$ cat src/sv/mpo_pkg.sv
`timescale 1ns / 1ps
// ----------------------------------------------------------------------------
// mpo_pkg: shared definitions for the multiwave phase oscillator
// Operation and shape codes, register indexes, default parameters and the
// structs that pass between the front end, word queue and back end.
// ----------------------------------------------------------------------------
package mpo_pkg;

    localparam int DEF_TABLE_DEPTH        = 2048;
    localparam int DEF_SINE_QUARTER_DEPTH = 1024;
    localparam int DEF_MAX_CHANNELS       = 8;
    localparam int DEF_PHASE_BITS         = 32;

    localparam int QUEUE_DEPTH = 2;

    // quarter-wave table generation, Q30 Taylor series
    localparam longint unsigned HALF_PI_Q30 = 64'd1686629713;
    localparam int unsigned TAYLOR_DIV [7] = '{6, 20, 42, 72, 110, 156, 210};

    typedef enum logic [1:0] {
        OP_TICK  = 2'd0,
        OP_START = 2'd1,
        OP_STOP  = 2'd2,
        OP_LOAD  = 2'd3
    } op_t;

    localparam logic [2:0] SHAPE_SINE     = 3'd0;
    localparam logic [2:0] SHAPE_SQUARE   = 3'd1;
    localparam logic [2:0] SHAPE_SAWTOOTH = 3'd2;
    localparam logic [2:0] SHAPE_TRIANGLE = 3'd3;
    localparam logic [2:0] SHAPE_CUSTOM   = 3'd4;

    localparam logic [1:0] REG_WAVE_SHAPE    = 2'd0;
    localparam logic [1:0] REG_CHANNEL_COUNT = 2'd1;
    localparam logic [1:0] REG_TABLE_SIZE    = 2'd2;

    typedef struct packed {
        logic [2:0]  wave_shape;
        logic [3:0]  channel_count;
        logic [11:0] table_size;
    } cfg_t;

    typedef struct packed {
        logic               valid;
        logic signed [15:0] sample;
    } q_push_t;

    typedef struct packed {
        logic full;
        logic empty;
    } q_stat_t;

endpackage

$ cat src/sv/mpo_queue.sv
`timescale 1ns / 1ps
// ----------------------------------------------------------------------------
// mpo_queue: sample word queue
// Short first-in first-out store between the front end and the back end.
// ----------------------------------------------------------------------------
module mpo_queue (
    input  logic               clk,
    input  logic               rst_n,
    input  mpo_pkg::q_push_t   push,
    input  logic               pop,
    output mpo_pkg::q_stat_t   q_stat,
    output logic signed [15:0] rd_sample
);
    import mpo_pkg::*;

    localparam int QW = (QUEUE_DEPTH > 1) ? $clog2(QUEUE_DEPTH) : 1;

    logic signed [15:0] store_reg [QUEUE_DEPTH];
    logic [QW-1:0]      wr_ptr_reg;
    logic [QW-1:0]      rd_ptr_reg;
    logic [QW:0]        count_reg;

    assign q_stat.full  = (count_reg == (QW+1)'(QUEUE_DEPTH));
    assign q_stat.empty = (count_reg == '0);
    assign rd_sample    = store_reg[rd_ptr_reg];

    always_ff @(posedge clk)
    begin
        if (push.valid)
            store_reg[wr_ptr_reg] <= push.sample;
    end

    always_ff @(posedge clk or negedge rst_n)
    begin
        if (!rst_n)
        begin
            wr_ptr_reg <= '0;
            rd_ptr_reg <= '0;
            count_reg  <= '0;
        end
        else
        begin
            if (push.valid)
                wr_ptr_reg <= (wr_ptr_reg == QW'(QUEUE_DEPTH - 1)) ? '0 : wr_ptr_reg + QW'(1);
            if (pop)
                rd_ptr_reg <= (rd_ptr_reg == QW'(QUEUE_DEPTH - 1)) ? '0 : rd_ptr_reg + QW'(1);
            if (push.valid && !pop)
                count_reg <= count_reg + (QW+1)'(1);
            else if (pop && !push.valid)
                count_reg <= count_reg - (QW+1)'(1);
        end
    end

endmodule

$ cat config.mk
export PLATFORM = sky130hd
export DESIGN_NAME = mpo_queue
export DESIGN_NICKNAME = d
export VERILOG_FILES = /design/src/sv/mpo_pkg.sv /design/src/sv/mpo_queue.sv
export SDC_FILE = /design/constraint.sdc
export NUM_CORES = 1
export LEC_CHECK = 0
export BUFFER_PORTS_ARGS = -buffer_cell sky130_fd_sc_hd__buf_4
export CAP_MARGIN = 20
export CORE_MARGIN = 3
export CORE_UTILIZATION = 27
export CTS_CLUSTER_DIAMETER = 60
export DETAILED_ROUTE_END_ITERATION = 6
export GPL_TIMING_DRIVEN = 1
export SLEW_MARGIN = 20
export SYNTH_ARGS = -nofsm -noshare
export SYNTH_HDL_FRONTEND = slang
export SYNTH_SLANG_ARGS = --single-unit
$ cat constraint.sdc
create_clock -name clk -period 2.1 [get_ports clk]
set_input_delay 0.21 -clock clk [delete_from_list [all_inputs] [get_ports clk]]
set_output_delay 0.21 -clock clk [all_outputs]
set_load 0.005 [all_outputs]
==> results_dict.tcl <==
set metrics [dict create \
    vias 703 \
    final.setup_skew_ns 0.00180 \
    rsz0062_at_grt "no" \
    cts.sinks 36 \
    num_antenna_cells 0 \
    grt_pass1_wl_um 3640 \
    max-vdd-ir-drop_mv 0.566 \
    post_drt_wl_per_cell_um 12.8 \
    routed_via_density 3.86 \
    ys_seq_elements 36 \
    switching_power_mw 0.566 \
    die-width_um 77.8 \
    crit_path_end_kind "output port" \
    antenna_found_initial 0 \
    areaGrowthSynthToFinish_pct 33.3 \
    drt_iter0_drc 12 \
    gp_congestion 0.640 \
    routed_wl_um 2330 \
    cts_tree "yes" \
    fmax_mhz 586 \
    numCtsBuffers 5 \
    dp_hpwl_um 1840 \
    synth_seq_area_share 0.762 \
    min_from "push[3]" \
    ys_warn_count 0 \
    cp-startpoint "rd_ptr_reg" \
    rows 25 \
    critPathMaxFanout 6 \
    die_y_um 77.8 \
    htree_levels 2 \
    cts_root_buf "clkbuf_8" \
    p_sw_frac 0.255 \
    syn_area_mm2 0.00139 \
    synth.distinct_cells 13 \
    combinationalPowerShare 0.334 \
    p_int_mw 1.66 \
    coreArea_mm2 0.00485 \
    min_path_type "in -> reg" \
    io_buffers 37 \
    p_seq_frac 0.470 \
    grt_start_max_net_pins 11 \
    io_pins 38 \
    powerDensity_mw_per_mm2 1200 \
    slew_violations 0 \
    clockPowerShare 0.196 \
    final_hold_viol_count 0 \
    cp-start-kind "flip-flop" \
    nNetsFinal 136 \
    synthCells 66 \
    grt_util_met3 0.0487 \
    overflow 0 \
    cap_violations 0 \
    clk_pin_slew_ns 0.06 \
    cts.repair.resized 0 \
    slew_headroom 0.805 \
    period_share 0.812 \
    drive_gt1_frac 0.565 \
    worstPathArrival_ns 1.50 \
    status "complete, no violations" \
    synth_top_area_share 0.690 \
    clockBufferDepth 2 \
    syn_avg_cell_area_um2 21.1 \
    synth_nets 87 \
    clk_latency_ns 0.27 \
    use_met1 0.0927 \
    grt.total_usage 0.0807 \
    cp.required_ns 1.89 \
    synth_area_leaders "edfxtp_1 69%, mux2_4 9.7%, dfrtp_1 7.2%, mux2_2 5.7%, xor2_1 2.5%" \
    post-route-util 0.383 \
    die_area_mm2 0.00606 \
    finalSetupViolations 0 \
    min_period_ns 1.71 \
    largest_reg_flops 32 \
    drc 0 \
    leakagePower_nw 0.745 \
    grt_busiest_layer "met2" \
    yosysTopAreaCell "edfxtp_1" \
    initial_utilization 0.287 \
    worstSetupPathType "reg -> out" \
    grt.met2_usage 0.127 \
    grt_pass1_vias 763 \
    n_fill_cell 454 \
    worst_pin_slew_ns 0.293 \
    finalSetupTns_ns 0 \
    drtPass1Iterations 4 \
    rr_startpoint "wr_ptr_reg" \
    drtAntennaViolNets 0 \
]
[final timing paths]
check                      depth (start not counted)              end  slack, ns
min in group asynchronous                          2     count_reg[0]       0.26
setup / recovery                                   3     rd_sample[1]       0.39
hold / removal                                     1  store_reg[1][3]       0.12
hold reg to reg                                    1     count_reg[1]       0.49
setup reg to reg                                   2  store_reg[1][4]       0.92
max in group asynchronous                          2       rd_ptr_reg       1.74
[through the flow]
| stage | worst slack (ns) | hold slack [ns] | cells | instance area (um2) | total power [mW] |
|---|---|---|---|---|---|
| final | 0.394 | 0.116 | 182 | 1860 | 2.22 |
| after global routing | 0.308 | 0.0961 | 182 | 1860 | 2.36 |
| after CTS | 0.365 | 0.104 | 182 | 1860 | 2.27 |
| after detailed placement | 0.679 | 0.0107 | 174 | 1770 | 1.82 |
| after global placement | 0.696 | 0.00893 | 174 | 1770 | 1.80 |
| after floorplan | 0.571 | -0.0856 | 66 | 1390 | 1.48 |
[metal layers]
| layer | share of wire | up-vias | routed length, um |
|---|---|---|---|
| met5 | 0 | - | 0 |
| met4 | 0.0090 | 0 | 21 |
| met3 | 0.090 | 3 | 210 |
| met2 | 0.48 | 28 | 1120 |
| met1 | 0.42 | 329 | 974 |
| li1 | - | 343 | - |
[synthesized netlist by cell type]
library cell   n
edfxtp_1      32
xnor2_1        1
nor2b_1        2
dfrtp_1        4
buf_6          1
mux2_4         9
nor2_1         2
mux2_2         7
ha_1           1
buf_12         1
xor2_1         4
and2_1         1
inv_1          1
[critical path, cell delays in order, from the launching register on]
cell and delay [ns]:
dfrtp_1 0.51, buf_4 0.24, mux2_2 0.34, buf_4 0.13
[repair_timing]
action / in CTS / in global routing
setup buffers: 0 / 0
hold buffers: 1 / 0
hold endpoints to repair: 4 / 0
[cell families after synthesis]
logic type / after synthesis / share of synthesized area
buffers and inverters: 3 / 0.0252
multiplexers: 16 / 0.154
XOR/XNOR: 5 / 0.0314
AND/OR/NAND/NOR: 5 / 0.0189
flip-flops: 36 / 0.762
adder cells (fa/ha/maj): 1 / 0.00898
[layout by cell type, fill, tap and decap left out, drive strengths merged]
master	count
clkbuf	7
mux2	16
xnor2	1
nor2	2
edfxtp	32
buf	43
and2	1
dfrtp	4
ha	1
dlygate4sd3	1
nor2b	2
xor2	4
inv	1
[power groups by stage]
| stage | registers [mW] | clock network [mW] | logic, mW |
|---|---|---|---|
| global placement | 1.05 | 0 | 0.753 |
| finish | 1.04 | 0.436 | 0.741 |
| global route | 1.06 | 0.496 | 0.811 |
| CTS | 1.05 | 0.458 | 0.762 |
| floorplan | 1.02 | 0 | 0.462 |
| detailed placement | 1.06 | 0 | 0.757 |
[layout make-up]
cell class | count | area (um2) | area share
clock buffers | 7 | 76.3 | 0.0411
inverters | 1 | 3.75 | 0.00202
multi-input cells | 27 | 299 | 0.161
flip-flops and latches | 36 | 1060 | 0.571
well taps | 67 | 83.8 | 0.0451
repair buffers | 44 | 333 | 0.179
Note: power is estimated with default switching activity, not from simulation.
