[src/sv/mpo_pkg.sv]
`timescale 1ns / 1ps
// ----------------------------------------------------------------------------
// mpo_pkg: shared definitions for the multiwave phase oscillator
// Operation and shape codes, register indexes, default parameters and the
// structs that pass between the front end, word queue and back end.
// ----------------------------------------------------------------------------
package mpo_pkg;

    localparam int DEF_TABLE_DEPTH        = 2048;
    localparam int DEF_SINE_QUARTER_DEPTH = 1024;
    localparam int DEF_MAX_CHANNELS       = 8;
    localparam int DEF_PHASE_BITS         = 32;

    localparam int QUEUE_DEPTH = 2;

    // quarter-wave table generation, Q30 Taylor series
    localparam longint unsigned HALF_PI_Q30 = 64'd1686629713;
    localparam int unsigned TAYLOR_DIV [7] = '{6, 20, 42, 72, 110, 156, 210};

    typedef enum logic [1:0] {
        OP_TICK  = 2'd0,
        OP_START = 2'd1,
        OP_STOP  = 2'd2,
        OP_LOAD  = 2'd3
    } op_t;

    localparam logic [2:0] SHAPE_SINE     = 3'd0;
    localparam logic [2:0] SHAPE_SQUARE   = 3'd1;
    localparam logic [2:0] SHAPE_SAWTOOTH = 3'd2;
    localparam logic [2:0] SHAPE_TRIANGLE = 3'd3;
    localparam logic [2:0] SHAPE_CUSTOM   = 3'd4;

    localparam logic [1:0] REG_WAVE_SHAPE    = 2'd0;
    localparam logic [1:0] REG_CHANNEL_COUNT = 2'd1;
    localparam logic [1:0] REG_TABLE_SIZE    = 2'd2;

    typedef struct packed {
        logic [2:0]  wave_shape;
        logic [3:0]  channel_count;
        logic [11:0] table_size;
    } cfg_t;

    typedef struct packed {
        logic               valid;
        logic signed [15:0] sample;
    } q_push_t;

    typedef struct packed {
        logic full;
        logic empty;
    } q_stat_t;

endpackage

[src/sv/mpo_back.sv]
`timescale 1ns / 1ps
// ----------------------------------------------------------------------------
// mpo_back: channel fan-out
// Takes one sample from the queue and sends it once per channel, marking
// the final copy of the frame.
// ----------------------------------------------------------------------------
module mpo_back #(
    parameter int MAX_CHANNELS = mpo_pkg::DEF_MAX_CHANNELS
) (
    input  logic               clk,
    input  logic               rst_n,
    input  mpo_pkg::cfg_t      cfg,
    input  mpo_pkg::q_stat_t   q_stat,
    input  logic signed [15:0] rd_sample,
    output logic               pop,
    output logic               m_tvalid,
    input  logic               m_tready,
    output logic [23:0]        m_tdata,   // sample_value[15:0], channel_index[18:16]
    output logic               m_tlast    // last_of_frame
);
    import mpo_pkg::*;

    localparam int CW = (MAX_CHANNELS > 1) ? $clog2(MAX_CHANNELS + 1) : 1;

    logic               m_tvalid_reg;
    logic [CW-1:0]      ch_reg;
    logic signed [15:0] sample_reg;

    logic [CW-1:0]      n_ch;
    logic               last;

    assign n_ch = (cfg.channel_count == 4'd0) ? CW'(1) :
                  (32'(cfg.channel_count) > 32'(MAX_CHANNELS)) ? CW'(MAX_CHANNELS) :
                  CW'(cfg.channel_count);
    assign last = ((ch_reg + CW'(1)) == n_ch);
    assign pop  = !m_tvalid_reg && !q_stat.empty;

    assign m_tvalid = m_tvalid_reg;
    assign m_tdata  = {5'b0, 3'(ch_reg), sample_reg};
    assign m_tlast  = last;

    always_ff @(posedge clk or negedge rst_n)
    begin
        if (!rst_n)
        begin
            m_tvalid_reg <= 1'b0;
            ch_reg       <= '0;
        end
        else if (!m_tvalid_reg)
        begin
            if (!q_stat.empty)
            begin
                m_tvalid_reg <= 1'b1;
                ch_reg       <= '0;
            end
        end
        else if (m_tready)
        begin
            if (last)
                m_tvalid_reg <= 1'b0;
            else
                ch_reg <= ch_reg + CW'(1);
        end
    end

    always_ff @(posedge clk)
    begin
        if (pop)
            sample_reg <= rd_sample;
    end

endmodule

[config.mk]
export PLATFORM = sky130hd
export DESIGN_NAME = mpo_back
export DESIGN_NICKNAME = d
export VERILOG_FILES = /design/src/sv/mpo_pkg.sv /design/src/sv/mpo_back.sv
export SDC_FILE = /design/constraint.sdc
export NUM_CORES = 1
export LEC_CHECK = 0
export BUFFER_PORTS_ARGS = -buffer_cell sky130_fd_sc_hd__buf_2
export CAP_MARGIN = 20
export CORE_MARGIN = 2
export CORE_UTILIZATION = 44
export DETAILED_ROUTE_END_ITERATION = 8
export HOLD_SLACK_MARGIN = 0.05
export PLACE_DENSITY_LB_ADDON = 0.3
export SYNTH_ARGS = -nofsm -noshare
export SYNTH_HDL_FRONTEND = slang
export SYNTH_SLANG_ARGS = --single-unit
[constraint.sdc]
create_clock -name clk -period 6 [get_ports clk]
set_clock_uncertainty 0.1 [all_clocks]
set_input_delay 0 -clock clk [delete_from_list [all_inputs] [get_ports clk]]
set_output_delay 0 -clock clk [all_outputs]
set_load 0.05 [all_outputs]
==> run_results.csv <==
group,metric,value,unit
yosys,synth_mux_area_share,0,%
global_routing,grt_overflow_total,0,
placed_design,place_congestion,0.754,
detailed_routing,wl_met3,111,µm
worst_setup_path,slowest_delay,0.59,ns
final_layout,largest_reg_flops,16,
worst_setup_path,start_kind,"flip-flop",
clock_network,cts-resized-gates,0,
worst_setup_path,crit_path_end_kind,"flip-flop",
die,start_util,46.5,%
die,die_h,52.4,µm
yosys,yosysSeqAreaShare,58.8,%
worst_setup_path,cp.required,6.08,ns
yosys,synth_top_cell_by_area,"edfxtp_1",
power,p_clk_share,10.8,%
yosys,syn_inst,84,
detailed_routing,via_per_inst,4.97,
yosys,ys_ff_latch,21,
yosys,synth_compound_area_share,10.3,%
detailed_routing,drt-pass1-iter-count,3,
yosys,synth-edff-count,16,
min_path,hp-class,"primary input to flip-flop",
sta,clock.fmax,363,MHz
sta,rsz0062_at_grt,"false",
yosys,synth-simple-area-share,19.7,%
power,vdd_ir_drop_max,0.201,mV
worst_setup_path,crit_fanout,9,
clock_network,clock_tree.buffer_depth,2,
clock_network,cts.clk_slew.worst_paths,0.10,ns
detailed_routing,ant_nets,0,
global_routing,grt_max_degree,18,
yosys,synth_top_area_share,46.7,%
yosys,synthXorXnorAreaFrac,1.58,%
yosys,synthDistinctLibCells,33,
global_routing,antenna_found_initial,0,
status,status,"finished, final reports clean",
yosys,synthArstFlopShare,23.8,%
yosys,synth-adder-area-share,1.22,%
detailed_routing,wl_met1,967,µm
final_layout,final_nets,191,
clock_network,cts_buffers,3,
detailed_routing,drt-initial-drc-count,11,
die,num_rows,17,
clock_network,htreeDepth,1,
worst_setup_path,critical_path_arrival,2.83,ns
sta,period_minus_slack,2.76,ns
sta,finalSetupViolations,0,
die,core,2210,µm²
detailed_routing,highest_layer,"met4",
power,comb_power_share,49.4,%
yosys,yosysMostFrequentCell,"edfxtp_1",
sta,maxSlewViolCount,0,
power,swShare,45.1,%
final_layout,fillers,190,
placed_design,io_buffers,45,
worst_setup_path,crit_type,"flip-flop to flip-flop",
final_layout,areaGrowthSynthToFinish,43.1,%
yosys,ys_warn_count,0,
global_routing,gr-usage-all-layers,18.1,%
power,power.leakage,0.615,nW
yosys,synth_top_family_by_area,"simple AND/OR/NAND/NOR gates",
worst_setup_path,slowest_stage,"dlygate4sd3_1",
worst_setup_path,cp_cell_sequence,"ha_1, and2_0, or4b_4, a32oi_1, a31oi_1, dlygate4sd3_1",
yosys,synth_ff_type,"edfxtp_1",
die,die_x,52.4,µm
run,max_cap_viol_count,0,
detailed_routing,vias,880,
power,power_switching,0.254,mW
sta,final.period_utilization,45.9,%
global_routing,grt_pass1_wl,3560,µm
power,power.density,383,nW/µm²
clock_network,cts.root.buffer_cell,"clkbuf_4",
detailed_routing,totalWireLength,2260,µm
power,finalPower,0.564,mW
yosys,netlist_area,1030,µm²
die,boundaryPins,67,
yosys,synth_area_leaders,"edfxtp_1 (47%), dfrtp_1 (12%), buf_4 (5.8%)",
detailed_routing,wl_met2,1130,µm
final_layout,antenna_cells,0,
power,p_int,0.310,mW
detailed_routing,wl_per_cell,12.8,µm
clock_network,clkSinkCount,21,
sta,hold_violations,0,
die,die_area,2740,µm²
detailed_routing,drc,0,
yosys,syn_area_per_cell,12.3,µm²
final_layout,drive_gt1_share,38.3,%
sta,fin_tns_setup,0,ns
placed_design,place_hpwl,1630,µm
global_routing,grt_pass1_vias,799,
clock_network,clk_latency,0.28,ns
power,pwr-share-seq,39.8,%
clock_network,cts_tree,"built",
yosys,synthTopCellsByCount,"edfxtp_1 (16), buf_4 (8), nand2_1 (6), nand4_1 (6)",
stage by stage:
| stage | area, µm² | hold WS (ns) | instances | setup WS, ns | util, % |
|---|---|---|---|---|---|
| final | 1470 | 0.263 | 177 | 3.24 | 66.6 |
| after global routing | 1470 | 0.278 | 177 | 3.09 | 66.6 |
| after CTS | 1470 | 0.254 | 177 | 3.28 | 66.6 |
| after detailed placement | 1240 | -0.279 | 152 | 3.74 | 55.9 |
| after global placement | 1240 | -0.281 | 152 | 3.83 | 55.9 |
| after floorplan | 1040 | -0.396 | 88 | 3.21 | - |
worst max-delay path: cells and delay by family (launching register included):
family | cells | cell delay [ns]
simple gates | 2 | 0.67
buf+inv | 1 | 0.59
flops | 1 | 0.49
fa+ha+maj | 1 | 0.41
compound gates | 2 | 0.39
what timing repair did:
action / in CTS / in global routing
hold buffers: 21 / 0
setup buffers: 0 / 0
hold endpoints to repair: 26 / 0
path summary, 6_finish.rpt:
| check | start | endpoint | slack, ns | cells after the start |
|---|---|---|---|---|
| hold / removal | cfg[14] | ch_reg[1] | 0.26 | 5 |
| hold reg to reg | ch_reg[1] | ch_reg[1] | 0.53 | 2 |
| setup / recovery | ch_reg[0] | m_tvalid | 3.24 | 6 |
| max in group asynchronous | rst_n | ch_reg[3] | 5.07 | 3 |
| setup reg to reg | ch_reg[0] | m_tvalid | 3.24 | 6 |
| min in group asynchronous | rst_n | m_tvalid | 0.53 | 3 |
power by group through the flow:
stage / sequential (mW) / combinational, mW / clock, mW
after global placement: 0.225 / 0.259 / 0
after floorplan: 0.246 / 0.208 / 0
after CTS: 0.224 / 0.279 / 0.0639
after detailed placement: 0.227 / 0.265 / 0
after global routing: 0.230 / 0.301 / 0.0699
final: 0.224 / 0.279 / 0.0612
per-layer routing:
layer / track usage, % / vias up
li1: - / 435
met1: 21.8 / 405
met2: 31.3 / 34
met3: 3.71 / 6
met4: 7.69 / 0
met5: 0 / -
final cells by class:
class / instances / area, µm² / area share, %
multi-input cells: 55 / 357 / 24.2
clock buffers: 4 / 26.3 / 1.78
repair buffers: 67 / 443 / 30.1
flip-flops and latches: 21 / 606 / 41.1
inverters: 2 / 7.51 / 0.509
well taps: 28 / 35.0 / 2.38
cells by family after synthesis:
logic type | Yosys count
and+or+nand+nor | 34
buffers and inverters | 12
other | 1
AOI/OAI and AO/OA | 14
DFF | 21
xor gates and xnor gates | 1
adders and majority gates | 1
placed cells by master (no fill, tap or decap), types with 2 or more instances in the layout:
cell	n
nand4_1	6
nand2_1	6
dlygate4sd3_1	21
buf_2	45
nor2b_1	4
clkbuf_4	3
dfrtp_1	5
a31oi_1	3
conb_1	5
inv_1	2
nand3_1	4
nor2_1	5
edfxtp_1	16
o21ai_1	3
Power figures use the tool's default switching activity.
